[src/rtl/dpc_pkg.sv]
`default_nettype none

package dpc_pkg;

	// Field widths fixed by the item format.
	localparam int MODE_W = 2;
	localparam int DIST_W = 8;
	localparam int TIME_W = 32;
	localparam int STATUS_W = 4;
	localparam int TOL_W = 6;
	localparam int HOLD_W = 16;
	localparam int CAL_SUM_W = 12;
	localparam int CAL_CNT_W = 4;

	// Configuration port.
	localparam int CFG_IDX_W = 1;
	localparam int CFG_DATA_W = 16;
	localparam logic [CFG_IDX_W-1:0] CFG_TOLERANCE = 1'b0;
	localparam logic [CFG_IDX_W-1:0] CFG_HOLD = 1'b1;
	localparam logic [TOL_W-1:0] TOL_RESET = 6'd10;
	localparam logic [HOLD_W-1:0] HOLD_RESET = 16'd5000;

	// Calibration sample count and the divider length.
	localparam int CAL_SAMPLES_DEF = 10;
	localparam int DIV_STEPS = CAL_SUM_W;
	localparam int DIV_CNT_W = $clog2(DIV_STEPS);

	// Mode codes of an input beat.
	localparam logic [MODE_W-1:0] MODE_MEASURE = 2'd0;
	localparam logic [MODE_W-1:0] MODE_CAL_START = 2'd1;
	localparam logic [MODE_W-1:0] MODE_CAL_SAMPLE = 2'd2;

	// Distance constants.
	localparam logic [DIST_W-1:0] NO_ECHO_CM = 8'd250;
	localparam logic [DIST_W-1:0] IDEAL_MIN = 8'd40;
	localparam logic [DIST_W-1:0] IDEAL_LIMIT = 8'd70;
	localparam logic [DIST_W-1:0] FAR_MARGIN = 8'd10;
	localparam logic [DIST_W-1:0] AWAY_MARGIN = 8'd40;

	typedef enum logic [STATUS_W-1:0] {
		STATUS_ERROR = 4'd0,
		STATUS_RANGE = 4'd1,
		STATUS_GOOD = 4'd2,
		STATUS_WARNING = 4'd3,
		STATUS_DANGER = 4'd4,
		STATUS_STANDBY = 4'd5,
		STATUS_NONE = 4'd6,
		STATUS_CALIBRATING = 4'd7,
		STATUS_CALIBRATED = 4'd8
	} status_t;

	typedef enum logic [2:0] {
		ST_IDLE,
		ST_CLOSE,
		ST_GOOD,
		ST_FAR,
		ST_ELAPSED,
		ST_HOLD,
		ST_DIV,
		ST_DONE
	} state_t;

	typedef struct packed {
		logic [TOL_W-1:0] tolerance_cm;
		logic [HOLD_W-1:0] hold_time_ms;
	} cfg_t;

	typedef struct packed {
		logic [MODE_W-1:0] mode;
		logic [DIST_W-1:0] distance_cm;
		logic [TIME_W-1:0] now_ms;
	} sample_t;

	typedef struct packed {
		status_t status;
		logic [DIST_W-1:0] reported_distance;
		logic [DIST_W-1:0] ideal_distance;
	} result_t;

endpackage

`default_nettype wire

[src/rtl/dpc_sample_if.sv]
`default_nettype none

interface dpc_sample_if;
	logic valid;
	logic ready;
	logic [dpc_pkg::MODE_W-1:0] mode;
	logic [dpc_pkg::DIST_W-1:0] distance_cm;
	logic [dpc_pkg::TIME_W-1:0] now_ms;

	modport source (output valid, output mode, output distance_cm, output now_ms,
		input ready);
	modport sink (input valid, input mode, input distance_cm, input now_ms,
		output ready);
endinterface

`default_nettype wire

[src/rtl/dpc_result_if.sv]
`default_nettype none

interface dpc_result_if;
	logic valid;
	logic ready;
	logic [dpc_pkg::STATUS_W-1:0] status;
	logic [dpc_pkg::DIST_W-1:0] reported_distance;
	logic [dpc_pkg::DIST_W-1:0] ideal_distance;

	modport source (output valid, output status, output reported_distance,
		output ideal_distance, input ready);
	modport sink (input valid, input status, input reported_distance,
		input ideal_distance, output ready);
endinterface

`default_nettype wire

[src/rtl/distance_posture_classifier.sv]
`default_nettype none

// Channel   Dir  Beat carries
// sample    in   mode, distance_cm, now_ms
// result    out  status, reported_distance, ideal_distance
// wr_*      in   register index and data, no handshake
//
// One item at a time through a sequencer around a single 32-bit subtractor.
// A measure against a usable ideal runs the band compares, then for a reading that is
// not good the elapsed time and hold compare; the last calibration sample with any valid
// reading runs the 12-step divider. Every other item goes straight to its result. Reset
// clears the ideal, timer and calibration state. A stalled result waits in the output
// register while the next sample is taken.
module distance_posture_classifier #(
	parameter int CAL_SAMPLES = dpc_pkg::CAL_SAMPLES_DEF
) (
	input  wire logic                             clk,
	input  wire logic                             arst_n,
	dpc_sample_if.sink                            sample,
	dpc_result_if.source                          result,
	input  wire logic                             wr_en,
	input  wire logic [dpc_pkg::CFG_IDX_W-1:0]    wr_index,
	input  wire logic [dpc_pkg::CFG_DATA_W-1:0]   wr_data
);

	dpc_pkg::cfg_t    cfg_q;
	dpc_pkg::sample_t in_beat;
	dpc_pkg::result_t res, out_q;
	logic             res_valid;
	logic             res_ready;
	logic             out_valid_q;

	// Configuration registers.
	always_ff @(posedge clk or negedge arst_n) begin
		if (!arst_n) begin
			cfg_q.tolerance_cm <= dpc_pkg::TOL_RESET;
			cfg_q.hold_time_ms <= dpc_pkg::HOLD_RESET;
		end else if (wr_en) begin
			unique case (wr_index)
				dpc_pkg::CFG_TOLERANCE: cfg_q.tolerance_cm <= wr_data[dpc_pkg::TOL_W-1:0];
				dpc_pkg::CFG_HOLD: cfg_q.hold_time_ms <= wr_data[dpc_pkg::HOLD_W-1:0];
			endcase
		end
	end

	assign in_beat.mode = sample.mode;
	assign in_beat.distance_cm = sample.distance_cm;
	assign in_beat.now_ms = sample.now_ms;

	dpc_engine #(
		.CAL_SAMPLES (CAL_SAMPLES)
	) u_engine (
		.clk       (clk),
		.arst_n    (arst_n),
		.in_valid  (sample.valid),
		.in_ready  (sample.ready),
		.in_beat   (in_beat),
		.cfg       (cfg_q),
		.res_valid (res_valid),
		.res_ready (res_ready),
		.res       (res)
	);

	// Output register: takes a new result whenever it is empty or being drained.
	assign res_ready = !out_valid_q || result.ready;

	always_ff @(posedge clk or negedge arst_n) begin
		if (!arst_n) begin
			out_valid_q <= 1'b0;
		end else if (res_ready) begin
			out_valid_q <= res_valid;
		end
	end

	always_ff @(posedge clk) begin
		if (res_valid && res_ready) begin
			out_q <= res;
		end
	end

	assign result.valid = out_valid_q;
	assign result.status = out_q.status;
	assign result.reported_distance = out_q.reported_distance;
	assign result.ideal_distance = out_q.ideal_distance;

endmodule

`default_nettype wire

[src/rtl/dpc_alu.sv]
`default_nettype none

// Shared subtractor: the band and hold compares, the elapsed time and each divide step use it.
module dpc_alu (
	input  wire logic [dpc_pkg::TIME_W-1:0] a,
	input  wire logic [dpc_pkg::TIME_W-1:0] b,
	output logic [dpc_pkg::TIME_W-1:0]      diff,
	output logic                            lt
);

	logic [dpc_pkg::TIME_W:0] full;

	// The borrow out of the top bit tells a < b for unsigned operands.
	assign full = {1'b0, a} - {1'b0, b};
	assign diff = full[dpc_pkg::TIME_W-1:0];
	assign lt = full[dpc_pkg::TIME_W];

endmodule

`default_nettype wire

[src/rtl/dpc_engine.sv]
`default_nettype none

module dpc_engine #(
	parameter int CAL_SAMPLES = dpc_pkg::CAL_SAMPLES_DEF
) (
	input  wire logic              clk,
	input  wire logic              arst_n,
	input  wire logic              in_valid,
	output logic                   in_ready,
	input  wire dpc_pkg::sample_t  in_beat,
	input  wire dpc_pkg::cfg_t     cfg,
	output logic                   res_valid,
	input  wire logic              res_ready,
	output dpc_pkg::result_t       res
);

	localparam int DW = dpc_pkg::DIST_W;
	localparam int TW = dpc_pkg::TIME_W;
	localparam int CW = dpc_pkg::CAL_CNT_W;
	localparam int SW = dpc_pkg::CAL_SUM_W;

	dpc_pkg::state_t state_q, state_d;

	logic [DW-1:0] dist_q;
	logic [TW-1:0] now_q;
	logic [TW-1:0] elapsed_q;
	logic          away_q;
	dpc_pkg::status_t status_q;
	logic [DW-1:0] rep_q;
	logic [DW-1:0] ideal_q;
	logic          timer_running_q;
	logic [TW-1:0] timer_start_q;
	logic [SW-1:0] cal_sum_q;
	logic [CW-1:0] cal_valid_q;
	logic [CW-1:0] cal_seen_q;
	logic          calibrating_q;
	logic [CW-1:0] rem_q;
	logic [SW-1:0] quo_q;
	logic [dpc_pkg::DIV_CNT_W-1:0] cnt_q;

	logic          accept;
	logic [DW-1:0] dist_eff;
	logic          ideal_bad;
	logic [SW-1:0] sum_new;
	logic [CW-1:0] valid_new;
	logic [CW-1:0] seen_new;
	logic          cal_last;
	logic [DW:0]   near_sum;
	logic [DW:0]   band_sum;
	logic [CW:0]   trial;
	logic [TW-1:0] alu_a, alu_b, alu_diff;
	logic          alu_lt;

	assign accept = in_valid && in_ready;
	assign dist_eff = (in_beat.distance_cm == '0) ? dpc_pkg::NO_ECHO_CM : in_beat.distance_cm;
	assign ideal_bad = (ideal_q < dpc_pkg::IDEAL_MIN) || (ideal_q >= dpc_pkg::IDEAL_LIMIT);

	// Calibration accumulators as they stand after this sample.
	assign sum_new = (in_beat.distance_cm != '0)
		? cal_sum_q + SW'(in_beat.distance_cm) : cal_sum_q;
	assign valid_new = (in_beat.distance_cm != '0) ? cal_valid_q + CW'(1) : cal_valid_q;
	assign seen_new = cal_seen_q + CW'(1);
	assign cal_last = (seen_new >= CW'(CAL_SAMPLES));

	// Band limits: reading plus tolerance against the ideal, and ideal plus tolerance
	// plus the far or away margin against the reading.
	assign near_sum = (DW+1)'(dist_q) + (DW+1)'(cfg.tolerance_cm);
	assign band_sum = (DW+1)'(ideal_q) + (DW+1)'(cfg.tolerance_cm)
		+ (DW+1)'((state_q == dpc_pkg::ST_FAR) ? dpc_pkg::AWAY_MARGIN : dpc_pkg::FAR_MARGIN);
	assign trial = {rem_q, quo_q[SW-1]};

	// Operand selection for the shared subtractor.
	always_comb begin
		alu_a = '0;
		alu_b = '0;
		unique case (state_q)
			dpc_pkg::ST_CLOSE: begin
				alu_a = TW'(near_sum);
				alu_b = TW'(ideal_q);
			end
			dpc_pkg::ST_GOOD, dpc_pkg::ST_FAR: begin
				alu_a = TW'(band_sum);
				alu_b = TW'(dist_q);
			end
			dpc_pkg::ST_ELAPSED: begin
				alu_a = now_q;
				alu_b = timer_running_q ? timer_start_q : now_q;
			end
			dpc_pkg::ST_HOLD: begin
				alu_a = TW'(cfg.hold_time_ms);
				alu_b = elapsed_q;
			end
			dpc_pkg::ST_DIV: begin
				alu_a = TW'(trial);
				alu_b = TW'(cal_valid_q);
			end
			dpc_pkg::ST_IDLE, dpc_pkg::ST_DONE: begin
				alu_a = '0;
				alu_b = '0;
			end
		endcase
	end

	dpc_alu u_alu (
		.a    (alu_a),
		.b    (alu_b),
		.diff (alu_diff),
		.lt   (alu_lt)
	);

	// Sequencer: next state and handshake outputs.
	always_comb begin
		state_d = state_q;
		in_ready = 1'b0;
		res_valid = 1'b0;
		unique case (state_q)
			dpc_pkg::ST_IDLE: begin
				in_ready = 1'b1;
				if (in_valid) begin
					state_d = dpc_pkg::ST_DONE;
					if (in_beat.mode == dpc_pkg::MODE_MEASURE && ideal_q != '0 && !ideal_bad) begin
						state_d = dpc_pkg::ST_CLOSE;
					end else if (in_beat.mode == dpc_pkg::MODE_CAL_SAMPLE && calibrating_q
						&& cal_last && valid_new != '0) begin
						state_d = dpc_pkg::ST_DIV;
					end
				end
			end
			dpc_pkg::ST_CLOSE: begin
				state_d = alu_lt ? dpc_pkg::ST_ELAPSED : dpc_pkg::ST_GOOD;
			end
			dpc_pkg::ST_GOOD: begin
				state_d = alu_lt ? dpc_pkg::ST_FAR : dpc_pkg::ST_DONE;
			end
			dpc_pkg::ST_FAR: begin
				state_d = dpc_pkg::ST_ELAPSED;
			end
			dpc_pkg::ST_ELAPSED: begin
				state_d = dpc_pkg::ST_HOLD;
			end
			dpc_pkg::ST_HOLD: begin
				state_d = dpc_pkg::ST_DONE;
			end
			dpc_pkg::ST_DIV: begin
				if (cnt_q == dpc_pkg::DIV_CNT_W'(dpc_pkg::DIV_STEPS - 1)) begin
					state_d = dpc_pkg::ST_DONE;
				end
			end
			dpc_pkg::ST_DONE: begin
				res_valid = 1'b1;
				if (res_ready) begin
					state_d = dpc_pkg::ST_IDLE;
				end
			end
		endcase
	end

	always_ff @(posedge clk or negedge arst_n) begin
		if (!arst_n) begin
			state_q <= dpc_pkg::ST_IDLE;
		end else begin
			state_q <= state_d;
		end
	end

	// Architectural state: ideal, hold timer and calibration accumulators.
	always_ff @(posedge clk or negedge arst_n) begin
		if (!arst_n) begin
			ideal_q <= '0;
			timer_running_q <= 1'b0;
			timer_start_q <= '0;
			cal_sum_q <= '0;
			cal_valid_q <= '0;
			cal_seen_q <= '0;
			calibrating_q <= 1'b0;
		end else begin
			if (accept && in_beat.mode == dpc_pkg::MODE_CAL_START) begin
				cal_sum_q <= '0;
				cal_valid_q <= '0;
				cal_seen_q <= '0;
				calibrating_q <= 1'b1;
			end else if (accept && in_beat.mode == dpc_pkg::MODE_CAL_SAMPLE && calibrating_q) begin
				cal_sum_q <= sum_new;
				cal_valid_q <= valid_new;
				cal_seen_q <= seen_new;
				if (cal_last) begin
					calibrating_q <= 1'b0;
					if (valid_new == '0) begin
						ideal_q <= '0;
					end
				end
			end
			// A good reading, or standby after the hold, stops the timer.
			if (state_q == dpc_pkg::ST_GOOD && !alu_lt) begin
				timer_running_q <= 1'b0;
				timer_start_q <= '0;
			end else if (state_q == dpc_pkg::ST_ELAPSED && !timer_running_q) begin
				timer_running_q <= 1'b1;
				timer_start_q <= now_q;
			end else if (state_q == dpc_pkg::ST_HOLD && away_q && alu_lt) begin
				timer_running_q <= 1'b0;
				timer_start_q <= '0;
			end
			if (state_q == dpc_pkg::ST_DIV
				&& cnt_q == dpc_pkg::DIV_CNT_W'(dpc_pkg::DIV_STEPS - 1)) begin
				ideal_q <= {quo_q[DW-2:0], !alu_lt};
			end
		end
	end

	// Working registers of the current item.
	always_ff @(posedge clk) begin
		unique case (state_q)
			dpc_pkg::ST_IDLE: begin
				dist_q <= dist_eff;
				now_q <= in_beat.now_ms;
				away_q <= 1'b0;
				rem_q <= '0;
				quo_q <= sum_new;
				cnt_q <= '0;
				unique case (in_beat.mode)
					dpc_pkg::MODE_MEASURE: begin
						if (ideal_q == '0) begin
							status_q <= dpc_pkg::STATUS_ERROR;
							rep_q <= '0;
						end else if (ideal_bad) begin
							status_q <= dpc_pkg::STATUS_RANGE;
							rep_q <= '0;
						end else begin
							status_q <= dpc_pkg::STATUS_NONE;
							rep_q <= dist_eff;
						end
					end
					dpc_pkg::MODE_CAL_START: begin
						status_q <= dpc_pkg::STATUS_CALIBRATING;
						rep_q <= '0;
					end
					dpc_pkg::MODE_CAL_SAMPLE: begin
						if (calibrating_q) begin
							rep_q <= in_beat.distance_cm;
							status_q <= cal_last ? dpc_pkg::STATUS_CALIBRATED
								: dpc_pkg::STATUS_CALIBRATING;
						end else begin
							rep_q <= '0;
							status_q <= dpc_pkg::STATUS_NONE;
						end
					end
					default: begin
						status_q <= dpc_pkg::STATUS_NONE;
						rep_q <= '0;
					end
				endcase
			end
			dpc_pkg::ST_GOOD: begin
				if (!alu_lt) begin
					status_q <= dpc_pkg::STATUS_GOOD;
				end
			end
			dpc_pkg::ST_FAR: begin
				away_q <= alu_lt;
			end
			dpc_pkg::ST_ELAPSED: begin
				elapsed_q <= alu_diff;
			end
			dpc_pkg::ST_HOLD: begin
				if (away_q) begin
					status_q <= alu_lt ? dpc_pkg::STATUS_STANDBY : dpc_pkg::STATUS_NONE;
				end else begin
					status_q <= alu_lt ? dpc_pkg::STATUS_DANGER : dpc_pkg::STATUS_WARNING;
				end
			end
			dpc_pkg::ST_DIV: begin
				// Restoring divide, one quotient bit a cycle.
				rem_q <= alu_lt ? trial[CW-1:0] : alu_diff[CW-1:0];
				quo_q <= {quo_q[SW-2:0], !alu_lt};
				cnt_q <= cnt_q + dpc_pkg::DIV_CNT_W'(1);
			end
			dpc_pkg::ST_CLOSE, dpc_pkg::ST_DONE: begin
				status_q <= status_q;
			end
		endcase
	end

	assign res.status = status_q;
	assign res.reported_distance = rep_q;
	assign res.ideal_distance = ideal_q;

endmodule

`default_nettype wire
[src/flat_wrapper.sv]
// flat-port wrapper written by rule: the top's interface ports become plain ports
module distance_posture_classifier_flat 
#(
	parameter int CAL_SAMPLES = dpc_pkg::CAL_SAMPLES_DEF
)
  (clk, arst_n, wr_en, wr_index, wr_data, sample_valid, sample_mode, sample_distance_cm, sample_now_ms, sample_ready, result_valid, result_status, result_reported_distance, result_ideal_distance, result_ready);
  dpc_sample_if sample_i ();
  dpc_result_if result_i ();
  input  wire logic clk;
  input  wire logic arst_n;
  input  wire logic wr_en;
  input  wire logic [dpc_pkg::CFG_IDX_W-1:0] wr_index;
  input  wire logic [dpc_pkg::CFG_DATA_W-1:0] wr_data;
  input wire logic [$bits(sample_i.valid)-1:0] sample_valid;
  input wire logic [$bits(sample_i.mode)-1:0] sample_mode;
  input wire logic [$bits(sample_i.distance_cm)-1:0] sample_distance_cm;
  input wire logic [$bits(sample_i.now_ms)-1:0] sample_now_ms;
  output wire logic [$bits(sample_i.ready)-1:0] sample_ready;
  output wire logic [$bits(result_i.valid)-1:0] result_valid;
  output wire logic [$bits(result_i.status)-1:0] result_status;
  output wire logic [$bits(result_i.reported_distance)-1:0] result_reported_distance;
  output wire logic [$bits(result_i.ideal_distance)-1:0] result_ideal_distance;
  input wire logic [$bits(result_i.ready)-1:0] result_ready;
  assign sample_i.valid = sample_valid;
  assign sample_i.mode = sample_mode;
  assign sample_i.distance_cm = sample_distance_cm;
  assign sample_i.now_ms = sample_now_ms;
  assign sample_ready = sample_i.ready;
  assign result_valid = result_i.valid;
  assign result_status = result_i.status;
  assign result_reported_distance = result_i.reported_distance;
  assign result_ideal_distance = result_i.ideal_distance;
  assign result_i.ready = result_ready;
  distance_posture_classifier #(.CAL_SAMPLES(CAL_SAMPLES)) u_core (.clk(clk), .arst_n(arst_n), .sample(sample_i), .result(result_i), .wr_en(wr_en), .wr_index(wr_index), .wr_data(wr_data));
endmodule
[config.mk]
export PLATFORM = sky130hd
export DESIGN_NAME = distance_posture_classifier_flat
export DESIGN_NICKNAME = d
export VERILOG_FILES = /design/src/rtl/dpc_pkg.sv /design/src/rtl/dpc_sample_if.sv /design/src/rtl/dpc_result_if.sv /design/src/rtl/distance_posture_classifier.sv /design/src/rtl/dpc_alu.sv /design/src/rtl/dpc_engine.sv /design/src/flat_wrapper.sv
export SDC_FILE = /design/constraint.sdc
export NUM_CORES = 1
export LEC_CHECK = 0
export BUFFER_PORTS_ARGS = -buffer_cell sky130_fd_sc_hd__buf_2
export CAP_MARGIN = 10
export CORE_UTILIZATION = 48
export CTS_CLUSTER_DIAMETER = 100
export DETAILED_ROUTE_END_ITERATION = 10
export GPL_TIMING_DRIVEN = 1
export MAX_ROUTING_LAYER = met4
export PLACE_DENSITY = 0.72
export SYNTH_ARGS = -nofsm -noshare
export SYNTH_HDL_FRONTEND = slang
export SYNTH_SLANG_ARGS = --single-unit
[constraint.sdc]
create_clock -name clk -period 15.7 [get_ports clk]
set_input_delay 3.14 -clock clk [delete_from_list [all_inputs] [get_ports clk]]
set_output_delay 3.14 -clock clk [all_outputs]
set_load 0.05 [all_outputs]
==> impl_metrics.ini <==
[status]
status = completed

[floorplan]
rows = 57
coreArea_sq_um = 24530
die_area_sq_um = 25880
die_w_microns = 160.9
pin_count = 86
start_util = 0.4938
die-height_microns = 160.9

[sta]
slew_violations = 0
skew_ps = 11.06
final-setup-viol-count = 0
max_freq_mhz = 152.5
rsz0062_at_grt = false
hold_viol = 0
relSlewSlack = 0.2117
layout_min_cycle_time_ps = 6556
max_slew.worst_pin.slew_ps = 1181
setup_tns_ps = 0
min_period_over_period = 0.4176

[clocking]
cts.sinks = 213
clk_path_buf_depth = 3
cts_made_buffers = 24
post_cts.repair.setup_buffers = 0
cts_tree = built
cts-resized-gates = 0
holdBufCountCts = 0
path_clk_slew_ps = 60
cts_root_buffer = clkbuf_16
clkLatencyLatePin_ps = 520
htreeDepth = 1

[final_layout]
mostFrequentLayoutCells = 125 x edfxtp_1, 84 x buf_2, 82 x nor2_1
nets = 1314
fin_util = 0.5538
final_cell_area_sq_um = 13590
syn2layout_area_growth_pct = 12.15
final_common_cell = edfxtp_1
layout-drive-gt1-share = 0.1715

[global_routing]
grt_pass1_wl_microns = 47680
grtUsageTotal = 0.2379
grt_max_degree = 63
antenna_found_initial = 1
grt_pass1_vias = 9131
grt-ovfl-total = 0

[setup_path]
cp_slowest_cell = o31a_1
crit_top_cell = a21oi_1
cp-end-kind = flop
crit_fanout = 18
crit_path_end = u_core.u_engine.status_q[0]$_DFFE_PP_
critPathLaunch = u_core.u_engine.state_q[1]$_DFFE_PN0P_
r2r-end = u_core.u_engine.status_q[0]$_DFFE_PP_
regToRegStartpoint = u_core.u_engine.state_q[1]$_DFFE_PN0P_
max_stage_delay_ps = 690
r2r_cells = 25
arrival_ps = 6880
cp-start-kind = flop
r2r_slack_ps = 9140
worstPathRequired_ps = 16020
critPathKind = reg -> reg

[pwr]
ir_worst_vdd_v = 0.0001250
switching_share = 0.4186
p_leak_nw = 5.638
clock_power_share = 0.163
pwr-share-comb = 0.536
power_density_nw_per_um2 = 246.5
p_int_mw = 1.947
p_switching_mw = 1.402
seq_power_share = 0.301

[yosys]
ys_seq_area_frac = 0.4924
netlist_area_sq_um = 12110
post-synth-top-area-cell = edfxtp_1
yosysTopAreaCellShare = 0.3099
synthDistinctLibCells = 74
syn_inst = 1117
yosysWarnings = 0
ys_top_cells_by_area = edfxtp_1 31%, dfrtp_1 17%, ha_1 6.3%, mux2_2 3.7%, a21oi_1 2.9%
synth_area_per_cell_sq_um = 10.85
async_reset_ff_frac = 0.4131
synth_seq_cells = 213
synth_edf_count = 125
synth_ff_type = edfxtp_1
synthesis.nets = 1248

[routing]
drtIter0Drc = 774
routed_wl_microns = 29550
drc = 0
viasPerCell = 6.039
drtAntennaViolNets = 0
vias = 9216
first_pass_iters = 7
wl_per_cell_microns = 19.37

[place]
place.gp.congestion = 0.9122
placed_area_sq_um = 12810
io_buffers = 85
dpl.hpwl_microns = 20640

[hold_path]
worstHoldPathType = reg -> reg

[run]
maxCapViolCount = 0
## metal layers
layer,GRT usage,up-vias,routed length (microns)
met3,0.03073,48,1926
met1,0.3165,4513,12890
li1,-,4346,-
met4,0.05918,0,642
met5,-,-,0
met2,0.3856,309,14090
## critical path, delay by kind of cell, from the launching register on
family                     cells  cell delay (ps)
AOI/OAI and AO/OA             12             2630
xor gates and xnor gates       1               80
and+or+nand+nor                4             1140
DFF                            1              350
adders and majority gates      5             1590
buffers and inverters          3              570
## per-stage QoR
stage | hold slack (ps) | total power [mW] | cells | setup WS, ps
after floorplan | 400.3 | 2.405 | 1117 | 10290
after global placement | 401.4 | 2.741 | 1481 | 9521
after detailed placement | 404.5 | 2.789 | 1481 | 9273
after CTS | 417.2 | 3.350 | 1525 | 9232
after global routing | 425.1 | 3.581 | 1526 | 8608
final | 415.6 | 3.349 | 1526 | 9144
## cell usage after synthesis, types with 33 or more instances
cell type    n
clkbuf_1    46
dfrtp_1     81
edfxtp_1   125
ha_1        61
xnor2_1     33
nand2_1     78
nor2_1      84
inv_1       43
a21oi_1     71
mux2_2      40
o21ai_0     54
a32o_1      33
## flip-flops by register name, summed over array words and instances, names as in the netlist, 12 cells and up
register                       cells
u_core.u_engine.now_q             32
u_core.cfg_q                      22
u_core.u_engine.elapsed_q         32
u_core.u_engine.timer_start_q     32
u_core.u_engine.cal_sum_q         12
u_core.u_engine.quo_q             12
## cell type report
| cell class | count | area [sq um] |
|---|---|---|
| inverter | 44 | 165.2 |
| sequential | 213 | 5964 |
| multi-input combinational | 800 | 5732 |
| clock buffer | 37 | 740.7 |
| clock inverter | 7 | 35.03 |
| fill | 2105 | 10950 |
| tap | 324 | 405.4 |
| timing repair buffer | 100 | 540.5 |
| antenna | 1 | 2.502 |
## cells by family after synthesis
family | synth area share
AO/OA/AOI/OAI | 0.1873
AND/OR/NAND/NOR | 0.1168
flip-flops | 0.4924
buffers and inverters | 0.03729
XOR/XNOR | 0.03687
multiplexers | 0.05650
adder cells (fa/ha/maj) | 0.07292
## worst min path at each step
stage | startpoint | endpoint | cells after the start
after floorplan | u_core.u_engine.rep_q[0]$_DFFE_PP_ | u_core.result.reported_distance[0]$_DFFE_PP_ | 0
after global placement | u_core.u_engine.rep_q[5]$_DFFE_PP_ | u_core.result.reported_distance[5]$_DFFE_PP_ | 0
after detailed placement | u_core.u_engine.rep_q[7]$_DFFE_PP_ | u_core.result.reported_distance[7]$_DFFE_PP_ | 0
after CTS | u_core.u_engine.rep_q[7]$_DFFE_PP_ | u_core.result.reported_distance[7]$_DFFE_PP_ | 0
after global routing | u_core.u_engine.rep_q[5]$_DFFE_PP_ | u_core.result.reported_distance[5]$_DFFE_PP_ | 0
final | u_core.u_engine.rep_q[7]$_DFFE_PP_ | u_core.result.reported_distance[7]$_DFFE_PP_ | 0
## power groups by stage
stage	registers [mW]	logic, mW	clock network [mW]
floorplan	1.03	1.37	0
global placement	1.01	1.73	0
detailed placement	1.01	1.77	0
CTS	1.00	1.79	0.556
global route	1.02	1.98	0.575
finish	1.01	1.80	0.545
No activity file was read; power rests on OpenSTA's default activity.
